===== src/aes128_block_cipher_unit_defines.svh =====
// Assertion macros for the AES-128 cipher unit.
// Used by the top level only; expects clk and rst_n in scope.
`ifndef AES128_BLOCK_CIPHER_UNIT_DEFINES_SVH
`define AES128_BLOCK_CIPHER_UNIT_DEFINES_SVH

// same-cycle implication
`define AES_ASSERT_IMPLY(lbl, ante, cons) \
    lbl: assert property (@(posedge clk) disable iff (!rst_n) (ante) |-> (cons)) \
        else $error("aes assertion failed");

// next-cycle implication
`define AES_ASSERT_NEXT(lbl, ante, cons) \
    lbl: assert property (@(posedge clk) disable iff (!rst_n) (ante) |=> (cons)) \
        else $error("aes assertion failed");

`endif


===== src/aes_pkg.sv =====
// Shared types, constants and round functions for the AES-128 cipher unit.
// No dependencies.
package aes_pkg;

    localparam int ROUNDS      = 10;
    localparam int PIPE_STAGES = 2 * ROUNDS;
    localparam int LATENCY     = PIPE_STAGES + 2;
    localparam int QUEUE_DEPTH = 2;
    localparam logic [7:0] GF_REDUCE = 8'h1b;
    localparam logic [7:0] GF_TOPBIT = 8'h80;
    localparam logic [7:0] INV_AFF_C = 8'h05;

    typedef logic [3:0][31:0] state_t;   // four column words, row 0 in bits 31:24

    typedef struct packed {
        logic   dec;
        state_t st;
        state_t key;
    } item_t;

    typedef struct packed {
        logic full;
        logic empty;
    } q_stat_t;

    localparam logic [7:0] SBOX [256] = '{
        8'h63,8'h7c,8'h77,8'h7b,8'hf2,8'h6b,8'h6f,8'hc5,8'h30,8'h01,8'h67,8'h2b,8'hfe,8'hd7,8'hab,8'h76,
        8'hca,8'h82,8'hc9,8'h7d,8'hfa,8'h59,8'h47,8'hf0,8'had,8'hd4,8'ha2,8'haf,8'h9c,8'ha4,8'h72,8'hc0,
        8'hb7,8'hfd,8'h93,8'h26,8'h36,8'h3f,8'hf7,8'hcc,8'h34,8'ha5,8'he5,8'hf1,8'h71,8'hd8,8'h31,8'h15,
        8'h04,8'hc7,8'h23,8'hc3,8'h18,8'h96,8'h05,8'h9a,8'h07,8'h12,8'h80,8'he2,8'heb,8'h27,8'hb2,8'h75,
        8'h09,8'h83,8'h2c,8'h1a,8'h1b,8'h6e,8'h5a,8'ha0,8'h52,8'h3b,8'hd6,8'hb3,8'h29,8'he3,8'h2f,8'h84,
        8'h53,8'hd1,8'h00,8'hed,8'h20,8'hfc,8'hb1,8'h5b,8'h6a,8'hcb,8'hbe,8'h39,8'h4a,8'h4c,8'h58,8'hcf,
        8'hd0,8'hef,8'haa,8'hfb,8'h43,8'h4d,8'h33,8'h85,8'h45,8'hf9,8'h02,8'h7f,8'h50,8'h3c,8'h9f,8'ha8,
        8'h51,8'ha3,8'h40,8'h8f,8'h92,8'h9d,8'h38,8'hf5,8'hbc,8'hb6,8'hda,8'h21,8'h10,8'hff,8'hf3,8'hd2,
        8'hcd,8'h0c,8'h13,8'hec,8'h5f,8'h97,8'h44,8'h17,8'hc4,8'ha7,8'h7e,8'h3d,8'h64,8'h5d,8'h19,8'h73,
        8'h60,8'h81,8'h4f,8'hdc,8'h22,8'h2a,8'h90,8'h88,8'h46,8'hee,8'hb8,8'h14,8'hde,8'h5e,8'h0b,8'hdb,
        8'he0,8'h32,8'h3a,8'h0a,8'h49,8'h06,8'h24,8'h5c,8'hc2,8'hd3,8'hac,8'h62,8'h91,8'h95,8'he4,8'h79,
        8'he7,8'hc8,8'h37,8'h6d,8'h8d,8'hd5,8'h4e,8'ha9,8'h6c,8'h56,8'hf4,8'hea,8'h65,8'h7a,8'hae,8'h08,
        8'hba,8'h78,8'h25,8'h2e,8'h1c,8'ha6,8'hb4,8'hc6,8'he8,8'hdd,8'h74,8'h1f,8'h4b,8'hbd,8'h8b,8'h8a,
        8'h70,8'h3e,8'hb5,8'h66,8'h48,8'h03,8'hf6,8'h0e,8'h61,8'h35,8'h57,8'hb9,8'h86,8'hc1,8'h1d,8'h9e,
        8'he1,8'hf8,8'h98,8'h11,8'h69,8'hd9,8'h8e,8'h94,8'h9b,8'h1e,8'h87,8'he9,8'hce,8'h55,8'h28,8'hdf,
        8'h8c,8'ha1,8'h89,8'h0d,8'hbf,8'he6,8'h42,8'h68,8'h41,8'h99,8'h2d,8'h0f,8'hb0,8'h54,8'hbb,8'h16
    };

    function automatic logic [7:0] rcon(input logic [3:0] idx);
        logic [7:0] v;
        unique case (idx)
            4'd1:    v = 8'h01;
            4'd2:    v = 8'h02;
            4'd3:    v = 8'h04;
            4'd4:    v = 8'h08;
            4'd5:    v = 8'h10;
            4'd6:    v = 8'h20;
            4'd7:    v = 8'h40;
            4'd8:    v = 8'h80;
            4'd9:    v = 8'h1b;
            4'd10:   v = 8'h36;
            default: v = 8'h00;
        endcase
        return v;
    endfunction

    function automatic logic [7:0] xt(input logic [7:0] a);
        return {a[6:0], 1'b0} ^ (((a & GF_TOPBIT) != 8'h00) ? GF_REDUCE : 8'h00);
    endfunction

    function automatic logic [7:0] sbox(input logic [7:0] x);
        return SBOX[x];
    endfunction

    function automatic logic [7:0] aff_inv(input logic [7:0] y);
        return {y[6:0], y[7]} ^ {y[4:0], y[7:5]} ^ {y[1:0], y[7:2]} ^ INV_AFF_C;
    endfunction

    // inverse S-box through the forward table: inv(z) = aff_inv(sbox(aff_inv(z)))
    function automatic logic [7:0] inv_sbox(input logic [7:0] x);
        return aff_inv(sbox(aff_inv(x)));
    endfunction

    function automatic logic [31:0] sub_word(input logic [31:0] w);
        return {sbox(w[31:24]), sbox(w[23:16]), sbox(w[15:8]), sbox(w[7:0])};
    endfunction

    function automatic state_t key_expand(input state_t k, input logic [7:0] rc);
        state_t n;
        logic [31:0] t;
        t = sub_word({k[3][23:0], k[3][31:24]}) ^ {rc, 24'h0};
        n[0] = k[0] ^ t;
        n[1] = k[1] ^ n[0];
        n[2] = k[2] ^ n[1];
        n[3] = k[3] ^ n[2];
        return n;
    endfunction

    function automatic state_t key_unexpand(input state_t k, input logic [7:0] rc);
        state_t p;
        p[3] = k[3] ^ k[2];
        p[2] = k[2] ^ k[1];
        p[1] = k[1] ^ k[0];
        p[0] = k[0] ^ sub_word({p[3][23:0], p[3][31:24]}) ^ {rc, 24'h0};
        return p;
    endfunction

    function automatic logic [31:0] mix_col(input logic [31:0] w);
        logic [7:0] a0, a1, a2, a3;
        a0 = w[31:24]; a1 = w[23:16]; a2 = w[15:8]; a3 = w[7:0];
        return {xt(a0) ^ xt(a1) ^ a1 ^ a2 ^ a3,
                a0 ^ xt(a1) ^ xt(a2) ^ a2 ^ a3,
                a0 ^ a1 ^ xt(a2) ^ xt(a3) ^ a3,
                xt(a0) ^ a0 ^ a1 ^ a2 ^ xt(a3)};
    endfunction

    function automatic logic [7:0] m9(input logic [7:0] a);
        return xt(xt(xt(a))) ^ a;
    endfunction
    function automatic logic [7:0] m11(input logic [7:0] a);
        return xt(xt(xt(a))) ^ xt(a) ^ a;
    endfunction
    function automatic logic [7:0] m13(input logic [7:0] a);
        return xt(xt(xt(a))) ^ xt(xt(a)) ^ a;
    endfunction
    function automatic logic [7:0] m14(input logic [7:0] a);
        return xt(xt(xt(a))) ^ xt(xt(a)) ^ xt(a);
    endfunction

    function automatic logic [31:0] inv_mix_col(input logic [31:0] w);
        logic [7:0] a0, a1, a2, a3;
        a0 = w[31:24]; a1 = w[23:16]; a2 = w[15:8]; a3 = w[7:0];
        return {m14(a0) ^ m11(a1) ^ m13(a2) ^ m9(a3),
                m9(a0) ^ m14(a1) ^ m11(a2) ^ m13(a3),
                m13(a0) ^ m9(a1) ^ m14(a2) ^ m11(a3),
                m11(a0) ^ m13(a1) ^ m9(a2) ^ m14(a3)};
    endfunction

    function automatic state_t enc_round(input state_t s, input state_t k, input logic last);
        state_t t;
        for (int c = 0; c < 4; c++) begin
            for (int r = 0; r < 4; r++) begin
                t[c][31-8*r -: 8] = sbox(s[(c + r) % 4][31-8*r -: 8]);
            end
        end
        for (int c = 0; c < 4; c++) begin
            if (!last) begin
                t[c] = mix_col(t[c]);
            end
            t[c] = t[c] ^ k[c];
        end
        return t;
    endfunction

    function automatic state_t dec_round(input state_t s, input state_t k, input logic last);
        state_t t;
        for (int c = 0; c < 4; c++) begin
            for (int r = 0; r < 4; r++) begin
                t[c][31-8*r -: 8] = inv_sbox(s[(c + 4 - r) % 4][31-8*r -: 8]);
            end
        end
        for (int c = 0; c < 4; c++) begin
            t[c] = t[c] ^ k[c];
            if (!last) begin
                t[c] = inv_mix_col(t[c]);
            end
        end
        return t;
    endfunction

    // byte n of {hi,lo} is cell [n/4][n%4]; column c holds bytes c, c+4, c+8, c+12
    function automatic state_t to_state(input logic [63:0] hi, input logic [63:0] lo);
        state_t s;
        logic [127:0] v;
        v = {hi, lo};
        for (int c = 0; c < 4; c++) begin
            for (int r = 0; r < 4; r++) begin
                s[c][31-8*r -: 8] = v[127-8*(4*r+c) -: 8];
            end
        end
        return s;
    endfunction

    function automatic logic [127:0] from_state(input state_t s);
        logic [127:0] v;
        for (int c = 0; c < 4; c++) begin
            for (int r = 0; r < 4; r++) begin
                v[127-8*(4*r+c) -: 8] = s[c][31-8*r -: 8];
            end
        end
        return v;
    endfunction

endpackage


===== src/aes_queue.sv =====
// Two-entry queue between front end and round pipeline.
// Depends on aes_pkg.
module aes_queue (
    input  logic             clk,
    input  logic             rst_n,
    input  logic             push,
    input  aes_pkg::item_t   din,
    input  logic             pop,
    output aes_pkg::item_t   dout,
    output aes_pkg::q_stat_t stat
);

    localparam int PW = $clog2(aes_pkg::QUEUE_DEPTH);
    localparam int CW = $clog2(aes_pkg::QUEUE_DEPTH + 1);

    aes_pkg::item_t mem [aes_pkg::QUEUE_DEPTH];
    logic [PW-1:0] wr_reg, wr_next, rd_reg, rd_next;
    logic [CW-1:0] cnt_reg, cnt_next;

    assign stat.full  = (cnt_reg == CW'(aes_pkg::QUEUE_DEPTH));
    assign stat.empty = (cnt_reg == '0);
    assign dout = mem[rd_reg];

    always_comb
    begin
        wr_next  = wr_reg;
        rd_next  = rd_reg;
        cnt_next = cnt_reg;
        if (push)
        begin
            wr_next = (wr_reg == PW'(aes_pkg::QUEUE_DEPTH - 1)) ? '0 : wr_reg + 1'b1;
        end
        if (pop)
        begin
            rd_next = (rd_reg == PW'(aes_pkg::QUEUE_DEPTH - 1)) ? '0 : rd_reg + 1'b1;
        end
        if (push && !pop)
        begin
            cnt_next = cnt_reg + 1'b1;
        end
        else if (pop && !push)
        begin
            cnt_next = cnt_reg - 1'b1;
        end
    end

    always_ff @(posedge clk or negedge rst_n)
    begin
        if (!rst_n)
        begin
            wr_reg  <= '0;
            rd_reg  <= '0;
            cnt_reg <= '0;
        end
        else
        begin
            wr_reg  <= wr_next;
            rd_reg  <= rd_next;
            cnt_reg <= cnt_next;
        end
    end

    always_ff @(posedge clk)
    begin
        if (push)
        begin
            mem[wr_reg] <= din;
        end
    end

endmodule


===== config.mk =====
export PLATFORM = sky130hd
export DESIGN_NAME = aes_queue
export DESIGN_NICKNAME = d
export VERILOG_FILES = /design/src/aes128_block_cipher_unit_defines.svh /design/src/aes_pkg.sv /design/src/aes_queue.sv
export SDC_FILE = /design/constraint.sdc
export NUM_CORES = 1
export LEC_CHECK = 0
export BUFFER_PORTS_ARGS = -buffer_cell sky130_fd_sc_hd__clkbuf_2
export CAP_MARGIN = 20
export CORE_AREA = 2 2 203 205
export CTS_BUF_LIST = sky130_fd_sc_hd__clkbuf_8
export DETAILED_ROUTE_END_ITERATION = 10
export DIE_AREA = 0 0 205 207
export GPL_TIMING_DRIVEN = 0
export HOLD_SLACK_MARGIN = 0.03
export PLACE_DENSITY = 0.75
export SETUP_SLACK_MARGIN = 0.5
export SYNTH_ARGS = -nofsm -noshare
export SYNTH_HDL_FRONTEND = slang
export SYNTH_SLANG_ARGS = --single-unit

===== constraint.sdc =====
create_clock -name clk -period 35.4 [get_ports clk]
set_input_delay 0 -clock clk [delete_from_list [all_inputs] [get_ports clk]]
set_output_delay 0 -clock clk [all_outputs]
set_load 0.05 [all_outputs]

==> impl_metrics.csv <==
group,metric,value,unit
clock_network,insertion_delay,630,ps
critical_path,crit_fanout,31,
hold_path,min_path_cells,2,
hold_path,min_from,"din[184]",
detailed_routing,ant_nets,0,
grt,antenna_found_initial,10,
floorplan,num_rows,74,
floorplan,start_util,48.5,%
clock_network,clkTransAtPathRegs,60,ps
layout,drive_gt1_share,52.3,%
detailed_routing,wire_per_inst,20.7,um
critical_path,worstSetupPathType,"register to register",
critical_path,cpPeakStageDelay,520,ps
placed_design,place_area,23200,um2
synthesis,ys_seq_area_share,79.3,%
synthesis,synth_area_leaders,"edfxtp_1, mux2_4, mux2_2",
clock_network,post_cts_buffers,0,
grt,grt_max_degree,63,
clock_network,cts_num_sinks,518,
clock_network,htree_levels,3,
detailed_routing,first_pass_iters,4,
run,cap_violations,0,
critical_path,critPathRequiredTime,35710,ps
placed_design,portBuffers,519,
detailed_routing,vias_per_cell,4.89,
placed_design,dp_hpwl,29400,um
timing,period_share,7.06,%
synthesis,avgSynthCellArea,24.0,um2
placed_design,place.gp.congestion,0.755,
timing,tightest_slew,603,ps
layout,stdcell_area,27200,um2
clock_network,cts_made_buffers,83,
critical_path,r2r_cells,6,
detailed_routing,drc,0,
timing,max_slew_margin,59.7,%
power_and_ir_drop,vdd_drop_max,0.0574,mV
critical_path,path_cells,"nor2b_4 > buf_12 > buf_12 > buf_12 > buf_12 > buf_16",
critical_path,end_kind,"register",
timing,fmax,0.400,GHz
critical_path,ff2ff_setup_slack,32900,ps
critical_path,worst-path-buf-inv,5,
placed_design,placed_cells,1880,
floorplan,io_pins,520,
timing,fin_crit,2500,ps
layout,stdcell_count,2294,
floorplan,chipHeight,207,um
critical_path,critPathArrivalTime,2810,ps
critical_path,start_kind,"register",
grt,grt_pass1_wl,69600,um
timing,setup_violations,0,
synthesis,yosysWarnings,0,
layout,synthToLayoutAreaGrowth,39.1,%
layout,final_util,67.5,%
clock_network,clk_path_buf_depth,3,
synthesis,yosysTopAreaCellShare,78.8,%
synthesis,yosys_register_bits,518,
hold_path,min_path_type,"input port to register",
timing,fin_tns_setup,0,ps
timing,fin_worst_skew,29.7,ps
power_and_ir_drop,power_density,87.5,nW/um2
layout,fin_nets,1956,
grt,grt_pass1_vias,12300,
detailed_routing,wl,47600,um
floorplan,fp.dieArea,42400,um2
synthesis,syn_inst,816,
hold_path,holdPathEnd,"mem[1][184]",
synthesis,syn_area,19600,um2
layout,largest_reg_flops,514,
status,status,"complete, no violations",
grt,grt_overflow,0,
critical_path,cp_common_cell,"buf_12",
clock_network,root_buffer,"clkbuf_8",
clock_network,cts_tree,"yes",
timing,grt_setup_unrepaired,"no",
critical_path,r2r_start,"wr_reg",
detailed_routing,drt_iter0_markers,535,
timing,timing.final.max_slew_violations,0,
floorplan,core,40400,um2
floorplan,fp.dieW,205,um
synthesis,synthDistinctLibCells,14,
detailed_routing,vias,11200,
critical_path,reg2reg_to,"mem[0][86]",
timing,hold_viol,0,
critical_path,slowest_stage,"nor2b_4",
synthesis,synth_area_leader_cell,"edfxtp_1",
critical_path,cp_top_family,"buffers and inverters",
power_and_ir_drop,power_leakage,11.2,nW
grt,grtUsageTotal,21.8,%
synthesis,synth_fp_nets,1078,
report_power, final:
part	internal [mW]	total (mW)	switching, mW
clock	0.233	0.457	0.223
combinational	0.350	1.08	0.735
sequential	0.813	0.844	0.0311
total	1.40	2.38	0.989
how the worst max path moves through the flow:
stage            from    endpoint  slack [ps]  cells past startpoint
6_report       wr_reg  mem[0][86]       32900                      6
5_1_grt        wr_reg  mem[0][22]       32780                      6
4_1_cts        wr_reg  mem[0][22]       32890                      6
3_5_place_dp   wr_reg  mem[0][79]       32900                      6
3_3_place_gp   wr_reg  mem[0][45]       16480                      1
2_1_floorplan  wr_reg   mem[0][0]       22770                      1
placed cells by master, fill, tap and decap left out:
master         instances
clkbuf_2             519
edfxtp_1             514
dlygate4sd3_1        261
mux2_4               201
clkbuf_8              87
mux2_2                56
clkinv_1              26
buf_6                 24
inv_1                 22
diode_2               10
buf_12                 8
clkinv_2               6
buf_16                 5
xor2_1                 4
dfrtp_1                4
buf_2                  3
buf_8                  2
nor2_1                 2
nor2b_1                1
and2_4                 1
nor2b_4                1
xnor2_1                1
ha_1                   1
clkinvlp_4             1
bufinv_16              1
inv_6                  1
what timing repair did:
| action | in CTS | in global routing |
|---|---|---|
| resized for setup | 0 | 0 |
| endpoints found under the hold margin | 569 | 0 |
| hold buffers | 261 | 0 |
| endpoints found under the setup margin | 0 | 0 |
synth_stat cells:
master / n
xnor2_1: 1
buf_6: 24
mux2_2: 56
ha_1: 1
dfrtp_1: 4
buf_2: 3
and2_1: 1
mux2_4: 201
xor2_1: 4
buf_8: 2
inv_1: 1
edfxtp_1: 514
nor2b_1: 2
nor2_1: 2
worst register-to-register path: stages (launching register included):
cell and delay [ps]:
dfrtp_1 430, nor2b_4 520, buf_12 270, buf_12 240, buf_12 240, buf_12 280
buf_16 210
kinds of logic (layout without fill, tap and decap cells):
family        Yosys count  count (layout)  share of synthesized area [%]
mux                   257             257                           18.6
xor+xnor                5               5                          0.224
simple gates            5               5                          0.134
fa+ha+maj               1               1                         0.0639
other cells             0              10                              0
flops                 518             518                           79.3
buf+inv                30             966                           1.63
routing by layer:
layer	routed length [um]	vias to the layer above	track usage (%)
li1	-	5047	-
met1	17500	5529	24.5
met2	24300	544	37.5
met3	4300	102	7.35
met4	1450	0	9.30
met5	0	-	0
metrics by stage:
stage / hold slack, ps / setup slack (ps) / total power [mW]
after floorplan: -296 / 22770 / 1.72
after global placement: -193 / 16480 / 1.95
after detailed placement: -186 / 32900 / 1.91
after CTS: 42.8 / 32890 / 2.39
after global routing: 71.5 / 32780 / 2.47
final: 106 / 32900 / 2.38
layout make-up:
type | instances | area (um2)
clock buffer | 87 | 1200
multi-input combinational | 268 | 3740
clock inverter | 56 | 253
tap | 532 | 666
fill | 2585 | 13100
inverter | 1 | 3.75
timing repair buffer | 793 | 5510
sequential | 518 | 15500
buffer | 29 | 315
antenna | 10 | 25.0
Power figures use the tool's default switching activity.
