### src/aes128_block_cipher_unit_defines.svh
// Assertion macros for the AES-128 cipher unit.
// Used by the top level only; expects clk and rst_n in scope.
`ifndef AES128_BLOCK_CIPHER_UNIT_DEFINES_SVH
`define AES128_BLOCK_CIPHER_UNIT_DEFINES_SVH

// same-cycle implication
`define AES_ASSERT_IMPLY(lbl, ante, cons) \
    lbl: assert property (@(posedge clk) disable iff (!rst_n) (ante) |-> (cons)) \
        else $error("aes assertion failed");

// next-cycle implication
`define AES_ASSERT_NEXT(lbl, ante, cons) \
    lbl: assert property (@(posedge clk) disable iff (!rst_n) (ante) |=> (cons)) \
        else $error("aes assertion failed");

`endif

### src/aes_pkg.sv
// Shared types, constants and round functions for the AES-128 cipher unit.
// No dependencies.
package aes_pkg;

    localparam int ROUNDS      = 10;
    localparam int PIPE_STAGES = 2 * ROUNDS;
    localparam int LATENCY     = PIPE_STAGES + 2;
    localparam int QUEUE_DEPTH = 2;
    localparam logic [7:0] GF_REDUCE = 8'h1b;
    localparam logic [7:0] GF_TOPBIT = 8'h80;
    localparam logic [7:0] INV_AFF_C = 8'h05;

    typedef logic [3:0][31:0] state_t;   // four column words, row 0 in bits 31:24

    typedef struct packed {
        logic   dec;
        state_t st;
        state_t key;
    } item_t;

    typedef struct packed {
        logic full;
        logic empty;
    } q_stat_t;

    localparam logic [7:0] SBOX [256] = '{
        8'h63,8'h7c,8'h77,8'h7b,8'hf2,8'h6b,8'h6f,8'hc5,8'h30,8'h01,8'h67,8'h2b,8'hfe,8'hd7,8'hab,8'h76,
        8'hca,8'h82,8'hc9,8'h7d,8'hfa,8'h59,8'h47,8'hf0,8'had,8'hd4,8'ha2,8'haf,8'h9c,8'ha4,8'h72,8'hc0,
        8'hb7,8'hfd,8'h93,8'h26,8'h36,8'h3f,8'hf7,8'hcc,8'h34,8'ha5,8'he5,8'hf1,8'h71,8'hd8,8'h31,8'h15,
        8'h04,8'hc7,8'h23,8'hc3,8'h18,8'h96,8'h05,8'h9a,8'h07,8'h12,8'h80,8'he2,8'heb,8'h27,8'hb2,8'h75,
        8'h09,8'h83,8'h2c,8'h1a,8'h1b,8'h6e,8'h5a,8'ha0,8'h52,8'h3b,8'hd6,8'hb3,8'h29,8'he3,8'h2f,8'h84,
        8'h53,8'hd1,8'h00,8'hed,8'h20,8'hfc,8'hb1,8'h5b,8'h6a,8'hcb,8'hbe,8'h39,8'h4a,8'h4c,8'h58,8'hcf,
        8'hd0,8'hef,8'haa,8'hfb,8'h43,8'h4d,8'h33,8'h85,8'h45,8'hf9,8'h02,8'h7f,8'h50,8'h3c,8'h9f,8'ha8,
        8'h51,8'ha3,8'h40,8'h8f,8'h92,8'h9d,8'h38,8'hf5,8'hbc,8'hb6,8'hda,8'h21,8'h10,8'hff,8'hf3,8'hd2,
        8'hcd,8'h0c,8'h13,8'hec,8'h5f,8'h97,8'h44,8'h17,8'hc4,8'ha7,8'h7e,8'h3d,8'h64,8'h5d,8'h19,8'h73,
        8'h60,8'h81,8'h4f,8'hdc,8'h22,8'h2a,8'h90,8'h88,8'h46,8'hee,8'hb8,8'h14,8'hde,8'h5e,8'h0b,8'hdb,
        8'he0,8'h32,8'h3a,8'h0a,8'h49,8'h06,8'h24,8'h5c,8'hc2,8'hd3,8'hac,8'h62,8'h91,8'h95,8'he4,8'h79,
        8'he7,8'hc8,8'h37,8'h6d,8'h8d,8'hd5,8'h4e,8'ha9,8'h6c,8'h56,8'hf4,8'hea,8'h65,8'h7a,8'hae,8'h08,
        8'hba,8'h78,8'h25,8'h2e,8'h1c,8'ha6,8'hb4,8'hc6,8'he8,8'hdd,8'h74,8'h1f,8'h4b,8'hbd,8'h8b,8'h8a,
        8'h70,8'h3e,8'hb5,8'h66,8'h48,8'h03,8'hf6,8'h0e,8'h61,8'h35,8'h57,8'hb9,8'h86,8'hc1,8'h1d,8'h9e,
        8'he1,8'hf8,8'h98,8'h11,8'h69,8'hd9,8'h8e,8'h94,8'h9b,8'h1e,8'h87,8'he9,8'hce,8'h55,8'h28,8'hdf,
        8'h8c,8'ha1,8'h89,8'h0d,8'hbf,8'he6,8'h42,8'h68,8'h41,8'h99,8'h2d,8'h0f,8'hb0,8'h54,8'hbb,8'h16
    };

    function automatic logic [7:0] rcon(input logic [3:0] idx);
        logic [7:0] v;
        unique case (idx)
            4'd1:    v = 8'h01;
            4'd2:    v = 8'h02;
            4'd3:    v = 8'h04;
            4'd4:    v = 8'h08;
            4'd5:    v = 8'h10;
            4'd6:    v = 8'h20;
            4'd7:    v = 8'h40;
            4'd8:    v = 8'h80;
            4'd9:    v = 8'h1b;
            4'd10:   v = 8'h36;
            default: v = 8'h00;
        endcase
        return v;
    endfunction

    function automatic logic [7:0] xt(input logic [7:0] a);
        return {a[6:0], 1'b0} ^ (((a & GF_TOPBIT) != 8'h00) ? GF_REDUCE : 8'h00);
    endfunction

    function automatic logic [7:0] sbox(input logic [7:0] x);
        return SBOX[x];
    endfunction

    function automatic logic [7:0] aff_inv(input logic [7:0] y);
        return {y[6:0], y[7]} ^ {y[4:0], y[7:5]} ^ {y[1:0], y[7:2]} ^ INV_AFF_C;
    endfunction

    // inverse S-box through the forward table: inv(z) = aff_inv(sbox(aff_inv(z)))
    function automatic logic [7:0] inv_sbox(input logic [7:0] x);
        return aff_inv(sbox(aff_inv(x)));
    endfunction

    function automatic logic [31:0] sub_word(input logic [31:0] w);
        return {sbox(w[31:24]), sbox(w[23:16]), sbox(w[15:8]), sbox(w[7:0])};
    endfunction

    function automatic state_t key_expand(input state_t k, input logic [7:0] rc);
        state_t n;
        logic [31:0] t;
        t = sub_word({k[3][23:0], k[3][31:24]}) ^ {rc, 24'h0};
        n[0] = k[0] ^ t;
        n[1] = k[1] ^ n[0];
        n[2] = k[2] ^ n[1];
        n[3] = k[3] ^ n[2];
        return n;
    endfunction

    function automatic state_t key_unexpand(input state_t k, input logic [7:0] rc);
        state_t p;
        p[3] = k[3] ^ k[2];
        p[2] = k[2] ^ k[1];
        p[1] = k[1] ^ k[0];
        p[0] = k[0] ^ sub_word({p[3][23:0], p[3][31:24]}) ^ {rc, 24'h0};
        return p;
    endfunction

    function automatic logic [31:0] mix_col(input logic [31:0] w);
        logic [7:0] a0, a1, a2, a3;
        a0 = w[31:24]; a1 = w[23:16]; a2 = w[15:8]; a3 = w[7:0];
        return {xt(a0) ^ xt(a1) ^ a1 ^ a2 ^ a3,
                a0 ^ xt(a1) ^ xt(a2) ^ a2 ^ a3,
                a0 ^ a1 ^ xt(a2) ^ xt(a3) ^ a3,
                xt(a0) ^ a0 ^ a1 ^ a2 ^ xt(a3)};
    endfunction

    function automatic logic [7:0] m9(input logic [7:0] a);
        return xt(xt(xt(a))) ^ a;
    endfunction
    function automatic logic [7:0] m11(input logic [7:0] a);
        return xt(xt(xt(a))) ^ xt(a) ^ a;
    endfunction
    function automatic logic [7:0] m13(input logic [7:0] a);
        return xt(xt(xt(a))) ^ xt(xt(a)) ^ a;
    endfunction
    function automatic logic [7:0] m14(input logic [7:0] a);
        return xt(xt(xt(a))) ^ xt(xt(a)) ^ xt(a);
    endfunction

    function automatic logic [31:0] inv_mix_col(input logic [31:0] w);
        logic [7:0] a0, a1, a2, a3;
        a0 = w[31:24]; a1 = w[23:16]; a2 = w[15:8]; a3 = w[7:0];
        return {m14(a0) ^ m11(a1) ^ m13(a2) ^ m9(a3),
                m9(a0) ^ m14(a1) ^ m11(a2) ^ m13(a3),
                m13(a0) ^ m9(a1) ^ m14(a2) ^ m11(a3),
                m11(a0) ^ m13(a1) ^ m9(a2) ^ m14(a3)};
    endfunction

    function automatic state_t enc_round(input state_t s, input state_t k, input logic last);
        state_t t;
        for (int c = 0; c < 4; c++) begin
            for (int r = 0; r < 4; r++) begin
                t[c][31-8*r -: 8] = sbox(s[(c + r) % 4][31-8*r -: 8]);
            end
        end
        for (int c = 0; c < 4; c++) begin
            if (!last) begin
                t[c] = mix_col(t[c]);
            end
            t[c] = t[c] ^ k[c];
        end
        return t;
    endfunction

    function automatic state_t dec_round(input state_t s, input state_t k, input logic last);
        state_t t;
        for (int c = 0; c < 4; c++) begin
            for (int r = 0; r < 4; r++) begin
                t[c][31-8*r -: 8] = inv_sbox(s[(c + 4 - r) % 4][31-8*r -: 8]);
            end
        end
        for (int c = 0; c < 4; c++) begin
            t[c] = t[c] ^ k[c];
            if (!last) begin
                t[c] = inv_mix_col(t[c]);
            end
        end
        return t;
    endfunction

    // byte n of {hi,lo} is cell [n/4][n%4]; column c holds bytes c, c+4, c+8, c+12
    function automatic state_t to_state(input logic [63:0] hi, input logic [63:0] lo);
        state_t s;
        logic [127:0] v;
        v = {hi, lo};
        for (int c = 0; c < 4; c++) begin
            for (int r = 0; r < 4; r++) begin
                s[c][31-8*r -: 8] = v[127-8*(4*r+c) -: 8];
            end
        end
        return s;
    endfunction

    function automatic logic [127:0] from_state(input state_t s);
        logic [127:0] v;
        for (int c = 0; c < 4; c++) begin
            for (int r = 0; r < 4; r++) begin
                v[127-8*(4*r+c) -: 8] = s[c][31-8*r -: 8];
            end
        end
        return v;
    endfunction

endpackage

### src/aes_front.sv
// Front end: takes a command, reorders bytes into columns, applies the
// initial key for encryption. Depends on aes_pkg.
module aes_front (
    input  logic           clk,
    input  logic           rst_n,
    input  logic           start,
    output logic           busy,
    input  logic           kind,
    input  logic [63:0]    data_hi,
    input  logic [63:0]    data_lo,
    input  logic [63:0]    key_hi,
    input  logic [63:0]    key_lo,
    input  aes_pkg::q_stat_t q_stat,
    output logic           push,
    output aes_pkg::item_t item
);

    logic           valid_reg, valid_next;
    aes_pkg::item_t item_reg, item_next;
    aes_pkg::state_t st_in, key_in;

    assign busy = valid_reg && q_stat.full;
    assign push = valid_reg && !q_stat.full;
    assign item = item_reg;

    always_comb
    begin
        st_in  = aes_pkg::to_state(data_hi, data_lo);
        key_in = aes_pkg::to_state(key_hi, key_lo);
        item_next.dec = kind;
        item_next.key = key_in;
        item_next.st  = kind ? st_in : (st_in ^ key_in);
        valid_next = valid_reg;
        if (start && !busy)
        begin
            valid_next = 1'b1;
        end
        else if (push)
        begin
            valid_next = 1'b0;
        end
    end

    always_ff @(posedge clk or negedge rst_n)
    begin
        if (!rst_n)
        begin
            valid_reg <= 1'b0;
        end
        else
        begin
            valid_reg <= valid_next;
        end
    end

    always_ff @(posedge clk)
    begin
        if (start && !busy)
        begin
            item_reg <= item_next;
        end
    end

endmodule

### config.mk
export PLATFORM = sky130hd
export DESIGN_NAME = aes_front
export DESIGN_NICKNAME = d
export VERILOG_FILES = /design/src/aes128_block_cipher_unit_defines.svh /design/src/aes_pkg.sv /design/src/aes_front.sv
export SDC_FILE = /design/constraint.sdc
export NUM_CORES = 1
export LEC_CHECK = 0
export BUFFER_PORTS_ARGS = -buffer_cell sky130_fd_sc_hd__buf_4
export CAP_MARGIN = 20
export CORE_AREA = 8 8 196 198
export DETAILED_ROUTE_END_ITERATION = 12
export DIE_AREA = 0 0 204 206
export GPL_TIMING_DRIVEN = 1
export HOLD_SLACK_MARGIN = 0.02
export SYNTH_ARGS = -nofsm -noshare
export SYNTH_HDL_FRONTEND = slang
export SYNTH_SLANG_ARGS = --single-unit
### constraint.sdc
create_clock -name clk -period 19.25 [get_ports clk]
set_input_delay 0.9625 -clock clk [delete_from_list [all_inputs] [get_ports clk]]
set_output_delay 0.9625 -clock clk [all_outputs]
set_load 0.05 [all_outputs]
==> out/results.tsv, run 1 <==
stage	metric	value	unit
worst_setup_path	start_kind	primary input	
timing	skew	8.71	ps
route	drtPass1Iterations	4	
route	drt_iter0_drc	248	
cts	clk_path_buf_depth	3	
grt	antenna_found_initial	0	
timing	rsz0062_at_grt	false	
cts	cts_max_level	1	
grt	grt_max_degree	72	
floorplanning	io_pins	521	
synth	syn_area	9760	um2
cts	clk_latency	530	ps
worst_setup_path	cp_max_fo	71	
timing	setup_viol	0	
route	post-route-drc-count	0	
synth	ys_seq_area_share	79.3	%
synth	synth_top_family_by_area	XOR/XNOR gates	
timing	setup_tns	0	ps
cts	cts_buffers	28	
synth	synthAdderAreaFrac	0	%
synth	synth_compound_area_share	0	%
job	drv_cap	0	
grt	grt_pass1_wl	42600	um
finish	final_net_count	1334	
finish	drive_gt1_share	51.5	%
cts	cts_setup_buffers	0	
status	outcome	finished, final reports clean	
floorplanning	die_h	206	um
route	ant_nets	0	
synth	synth_simple_gate_area_share	8.46	%
worst_setup_path	r2r_slack	16640	ps
floorplanning	coreArea	35200	um2
worst_setup_path	critPathArrivalTime	2920	ps
route	wl_per_cell	19.5	um
place	port_buffers	519	
synth	synth_area_per_cell	18.3	um2
worst_setup_path	r2r_start	valid_reg	
route	wl	30200	um
finish	largest_reg_flops	257	
worst_setup_path	path_class	primary input to register	
worst_setup_path	ff2ff_path_depth	4	
floorplanning	dieArea	42000	um2
worst_setup_path	reg2reg_to	item[179]	
cts	holdBufCountCts	0	
finish	postLayoutCellArea	15100	um2
timing	period_minus_slack	2760	ps
place	placed_cell_area	14200	um2
synth	synth.mux.area_fraction	0	%
timing	relSlewSlack	39.5	%
synth	synth_xor_area_share	11.5	%
timing	slew_violations	0	
pwr	peakVddDrop	0.0712	mV
synth	syn_inst	532	
cts	post_cts_resized	0	
floorplanning	num_rows	69	
timing	period_share	14.4	%
grt	overflow	0	
worst_setup_path	worst_ep_required_time	19410	ps
worst_hold_path	hold_path.class	primary input to asynchronous set/reset pin	
timing	worstMarginPinSlew	907	ps
synth	synth-seq-cells	258	
timing	final_hold_viol_count	0	
finish	multi_input_area	1950	um2
cts	tritoncts	yes	
finish	antenna_cells	0	
finish	areaGrowthSynthToFinish	54.5	%
cts	cts_num_sinks	258	
grt	grt_util_all_layers	13.2	%
pwr	p_leak	6.02	nW
place	dp_hpwl	23800	um
floorplanning	initial_utilization	27.7	%
floorplanning	die_width	204	um
place	gp_congestion	0.758	
synth	yosysWarnings	0	
route	vias_per_cell	4.02	
synth	synth.distinct_cells	9	
cts	clockRootBuffer	clkbuf_16	
worst_setup_path	end_kind	register	
timing	fmax	362	MHz
pwr	power.density	97.6	nW/um2
finish	regArea	7740	um2
cts	clk_pin_slew	60	ps
grt	grt_pass1_vias	6842	
route	routed-via-count	6241	
finish	fillerInstances	3205	
synth	synth_nets	794	
==> routing by layer <==
layer / up-vias / share of wire [%] / track usage (%)
li1: 2950 / - / -
met1: 2919 / 35 / 13.7
met2: 337 / 50 / 23.3
met5: - / 0 / 0
met4: 0 / 1.8 / 3.34
met3: 35 / 14 / 6.99
==> layout make-up <==
cell class                      instances  share of cell area (%)
Multi-Input combinational cell        260                    13.0
Clock buffer                           33                    4.91
Timing Repair Buffer                  524                    26.1
Tap cell                              461                    3.83
Sequential cell                       258                    51.3
Clock inverter                         18                   0.871
==> cells in the final DEF (no fill, tap or decap), drive strengths merged <==
master and n:
bufinv 2, clkbuf 33, inv 1, or2 1
xnor2 128, nand2b 128, clkinv 15, nor2b 2
edfxtp 257, dfrtp 1, buf 524, and2 1
==> critical path, cell delays in order <==
cell and delay, ps:
buf_4 120, and2_1 170, nor2b_4 120, buf_4 620, buf_4 780
==> cells by family (layout without fill, tap and decap cells) <==
group,after synthesis,in the layout
flip-flops,258,258
XOR/XNOR,128,128
buffers and inverters,14,575
AND/OR/NAND/NOR,132,132
==> through the flow <==
step / setup WS [ps] / hold WS, ps / util, % / power [mW] / cells
5_1_grt: 16340 / 151 / 42.8 / 1.52 / 1554
2_1_floorplan: 5810 / 667 / - / 0.868 / 532
6_report: 16490 / 189 / 42.8 / 1.47 / 1554
4_1_cts: 16470 / 145 / 42.8 / 1.49 / 1554
3_3_place_gp: 15920 / 687 / 40.3 / 0.971 / 1503
3_5_place_dp: 15900 / 696 / 40.3 / 0.975 / 1503
==> where the power goes <==
part | total [mW] | internal, mW | switching, mW
logic | 0.284 | 0.0998 | 0.184
clock network | 0.512 | 0.299 | 0.213
registers | 0.676 | 0.666 | 0.00990
total | 1.47 | 1.06 | 0.407
==> worst max path at each step <==
stage | start | endpoint | slack (ps) | cells past startpoint
6_report | q_stat[1] | item[179] | 16490 | 5
3_5_place_dp | q_stat[1] | item[179] | 15900 | 5
2_1_floorplan | q_stat[1] | item[0] | 5810 | 2
4_1_cts | q_stat[1] | item[179] | 16470 | 5
5_1_grt | q_stat[1] | item[123] | 16340 | 5
3_3_place_gp | q_stat[1] | item[179] | 15920 | 5
==> Yosys cell counts <==
cell        n  area share, %
clkbuf_2    1          0.051
buf_2      13           0.67
xnor2_1   128             11
or2_2       1          0.064
nor2b_1     2           0.13
nand2b_1  128            8.2
and2_1      1          0.064
dfrtp_1     1           0.26
edfxtp_1  257             79
Power figures use the tool's default switching activity.
==> inputs of run 2 (changes only) <==
==> constraint.sdc (replaced) <==
create_clock -name clk -period 2.77 [get_ports clk]
set_input_delay 0.1385 -clock clk [delete_from_list [all_inputs] [get_ports clk]]
set_output_delay 0.1385 -clock clk [all_outputs]
set_load 0.05 [all_outputs]
==> run 2 against run 1 <==
  * Clock skew up 9.1 ps
  * Non-clock buffer count up 262
  * Via count up 19%
  * Routed wire length up 14%
  * Largest cell class unchanged
  * Highest routed layer unchanged
  * Design area up 18%
==> out/results.tsv, run 2 (synthesized netlist as in run 1, its figures left out) <==
stage	metric	value	unit	change
place	gp_congestion	0.764		was 0.758
finish	drive_gt1_share	42.0	%	was 51.5%
route	post-route-drc-count	0		unchanged
timing	rsz0062_at_grt	false		unchanged
worst_setup_path	cp_max_fo	70		was 71
floorplanning	initial_utilization	27.7	%	unchanged
job	drv_cap	0		unchanged
pwr	power.net_switching	2.97	mW	was 0.407 mW
timing	skew	17.8	ps	was 8.71 ps
floorplanning	dieArea	42000	um2	unchanged
place	dp_hpwl	24300	um	was 23800 um
worst_hold_path	hold_path.class	primary input to register		was primary input to asynchronous set/reset pin
worst_setup_path	end_kind	register		unchanged
timing	period_share	63.7	%	
place	post-place-ws	1080	ps	was 15900 ps
cts	cts_max_level	1		unchanged
pwr	clkPwrFrac	34.0	%	was 34.8%
finish	utilization	50.4	%	was 42.8%
status	outcome	finished, final reports clean		unchanged
cts	clk_pin_slew	60	ps	about the same
place	place_inst	1505		was 1503
cts	clk_latency	550	ps	was 530 ps
timing	final_hold_viol_count	0		unchanged
route	ant_nets	0		unchanged
route	vias_per_cell	4.09		was 4.02
route	wl_per_cell	19.0	um	was 19.5 um
floorplanning	die_width	204	um	unchanged
route	drtPass1Iterations	4		unchanged
grt	grt_pass1_wl	50300	um	was 42600 um
worst_setup_path	worst_ep_required_time	2970	ps	was 19410 ps
timing	fmax	567	MHz	
timing	worstMarginPinSlew	725	ps	was 907 ps
worst_setup_path	critPathArrivalTime	1960	ps	was 2920 ps
cts	cts_setup_buffers	0		unchanged
grt	grt_max_degree	123		was 72
pwr	p_leak	7.14	nW	was 6.02 nW
floorplanning	num_rows	69		unchanged
timing	setup_viol	0		unchanged
timing	setup_slack	1000	ps	was 16490 ps
pwr	power.density	599	nW/um2	was 97.6 nW/um2
route	routed-via-count	7433		was 6241
timing	slew_violations	0		unchanged
finish	final_cells	1818		was 1554
grt	grt_pass1_vias	8412		was 6842
cts	cts_buffers	29		was 28
grt	overflow	0		unchanged
floorplanning	io_pins	521		unchanged
finish	largest_reg_flops	257		unchanged
pwr	pwr-share-seq	44.2	%	was 45.9%
finish	final_common_cell	buf_4		unchanged
worst_setup_path	start_kind	register		was primary input
grt	antenna_found_initial	1		was 0
worst_setup_path	path_class	register to register		was primary input to register
floorplanning	die_h	206	um	unchanged
place	port_buffers	519		unchanged
finish	areaGrowthSynthToFinish	82.0	%	was 54.5%
place	placed_cell_area	14300	um2	was 14200 um2
finish	postLayoutCellArea	17800	um2	was 15100 um2
floorplanning	coreArea	35200	um2	unchanged
finish	final_net_count	1597		was 1334
route	drt_iter0_drc	280		was 248
route	wl	34500	um	was 30200 um
finish	final_cell_mix	buf_4, dlygate4sd3_1, edfxtp_1		was buf_4, edfxtp_1, nand2b_1, xnor2_1, clkbuf_16
grt	grt_util_all_layers	15.5	%	was 13.2%
timing	relSlewSlack	51.7	%	was 39.5%
pwr	finalPower	10.6	mW	was 1.47 mW
timing	period_minus_slack	1770	ps	
pwr	swShare	27.9	%	was 27.7%
pwr	internal_power	7.67	mW	was 1.06 mW
pwr	peakVddDrop	0.473	mV	was 0.0712 mV
pwr	combPwrFrac	21.8	%	was 19.3%
cts	tritoncts	yes		unchanged
cts	clockRootBuffer	clkbuf_16		unchanged
cts	clk_path_buf_depth	3		unchanged
finish	fillerInstances	2904		was 3205
cts	cts_num_sinks	258		unchanged
==> run 2: changes by cell type in the layout (fill, tap and decap cells not counted), sizes merged <==
cell,change
dlygate4sd3,+260
diode,+1
clkinv,-1
clkbuf,+2
buf,+2
==> run 2: worst max-delay path, stage by stage, from the launching register on <==
cell and delay, ps:
dfrtp_1 390, and2_4 160, nor2b_4 180, buf_12 230
buf_12 330
==> run 2: final timing paths <==
kind	startpoint	end	slack [ps]	cells past startpoint
setup / recovery	valid_reg	item[149]	1000	4
hold / removal	q_stat[1]	item[213]	250	4
setup reg to reg	valid_reg	item[149]	1000	4
hold reg to reg	valid_reg	item[213]	940	3
max in group asynchronous	rst_n	valid_reg	2230	3
min in group asynchronous	rst_n	valid_reg	430	3
==> run 2: repair_timing <==
action / CTS / global route
gates resized for setup: 0 / 0
hold buffers: 260 / 0
hold endpoints to repair: 258 / 0
==> run 2: power by group through the flow <==
| stage | Combinational (mW) | Clock [mW] | Sequential (mW) |
|---|---|---|---|
| after floorplan | 0.331 | 0 | 5.63 |
| after global placement | 1.99 | 0 | 4.77 |
| after detailed placement | 2.01 | 0 | 4.78 |
| after CTS | 2.33 | 3.74 | 4.70 |
| after global routing | 2.43 | 3.86 | 4.73 |
| final | 2.32 | 3.62 | 4.70 |
==> run 2: cell type report <==
cell class | instances | area [um2] | area share [%]
clock buffers | 35 | 748 | 4.21
well taps | 461 | 577 | 3.25
multi-input cells | 260 | 1960 | 11.0
clock inverters | 17 | 136 | 0.768
diodes | 1 | 2.50 | 0.0141
flip-flops and latches | 258 | 7740 | 43.6
repair buffers | 786 | 6600 | 37.2
==> run 2: per-layer routing <==
metal / routed length, um / up-vias / global-route usage [%]
met5: 0 / - / 0
met4: 978 / 0 / 5.22
met3: 3500 / 55 / 6.07
met2: 17900 / 351 / 28.4
met1: 12100 / 3547 / 15.9
li1: - / 3480 / -
==> run 2: stage by stage <==
stage / hold slack [ps] / TNS [ps]
final: 246 / 0
after global routing: 238 / 0
after CTS: 210 / 0
after detailed placement: -84.5 / 0
after global placement: -86.1 / 0
after floorplan: -157 / -525400
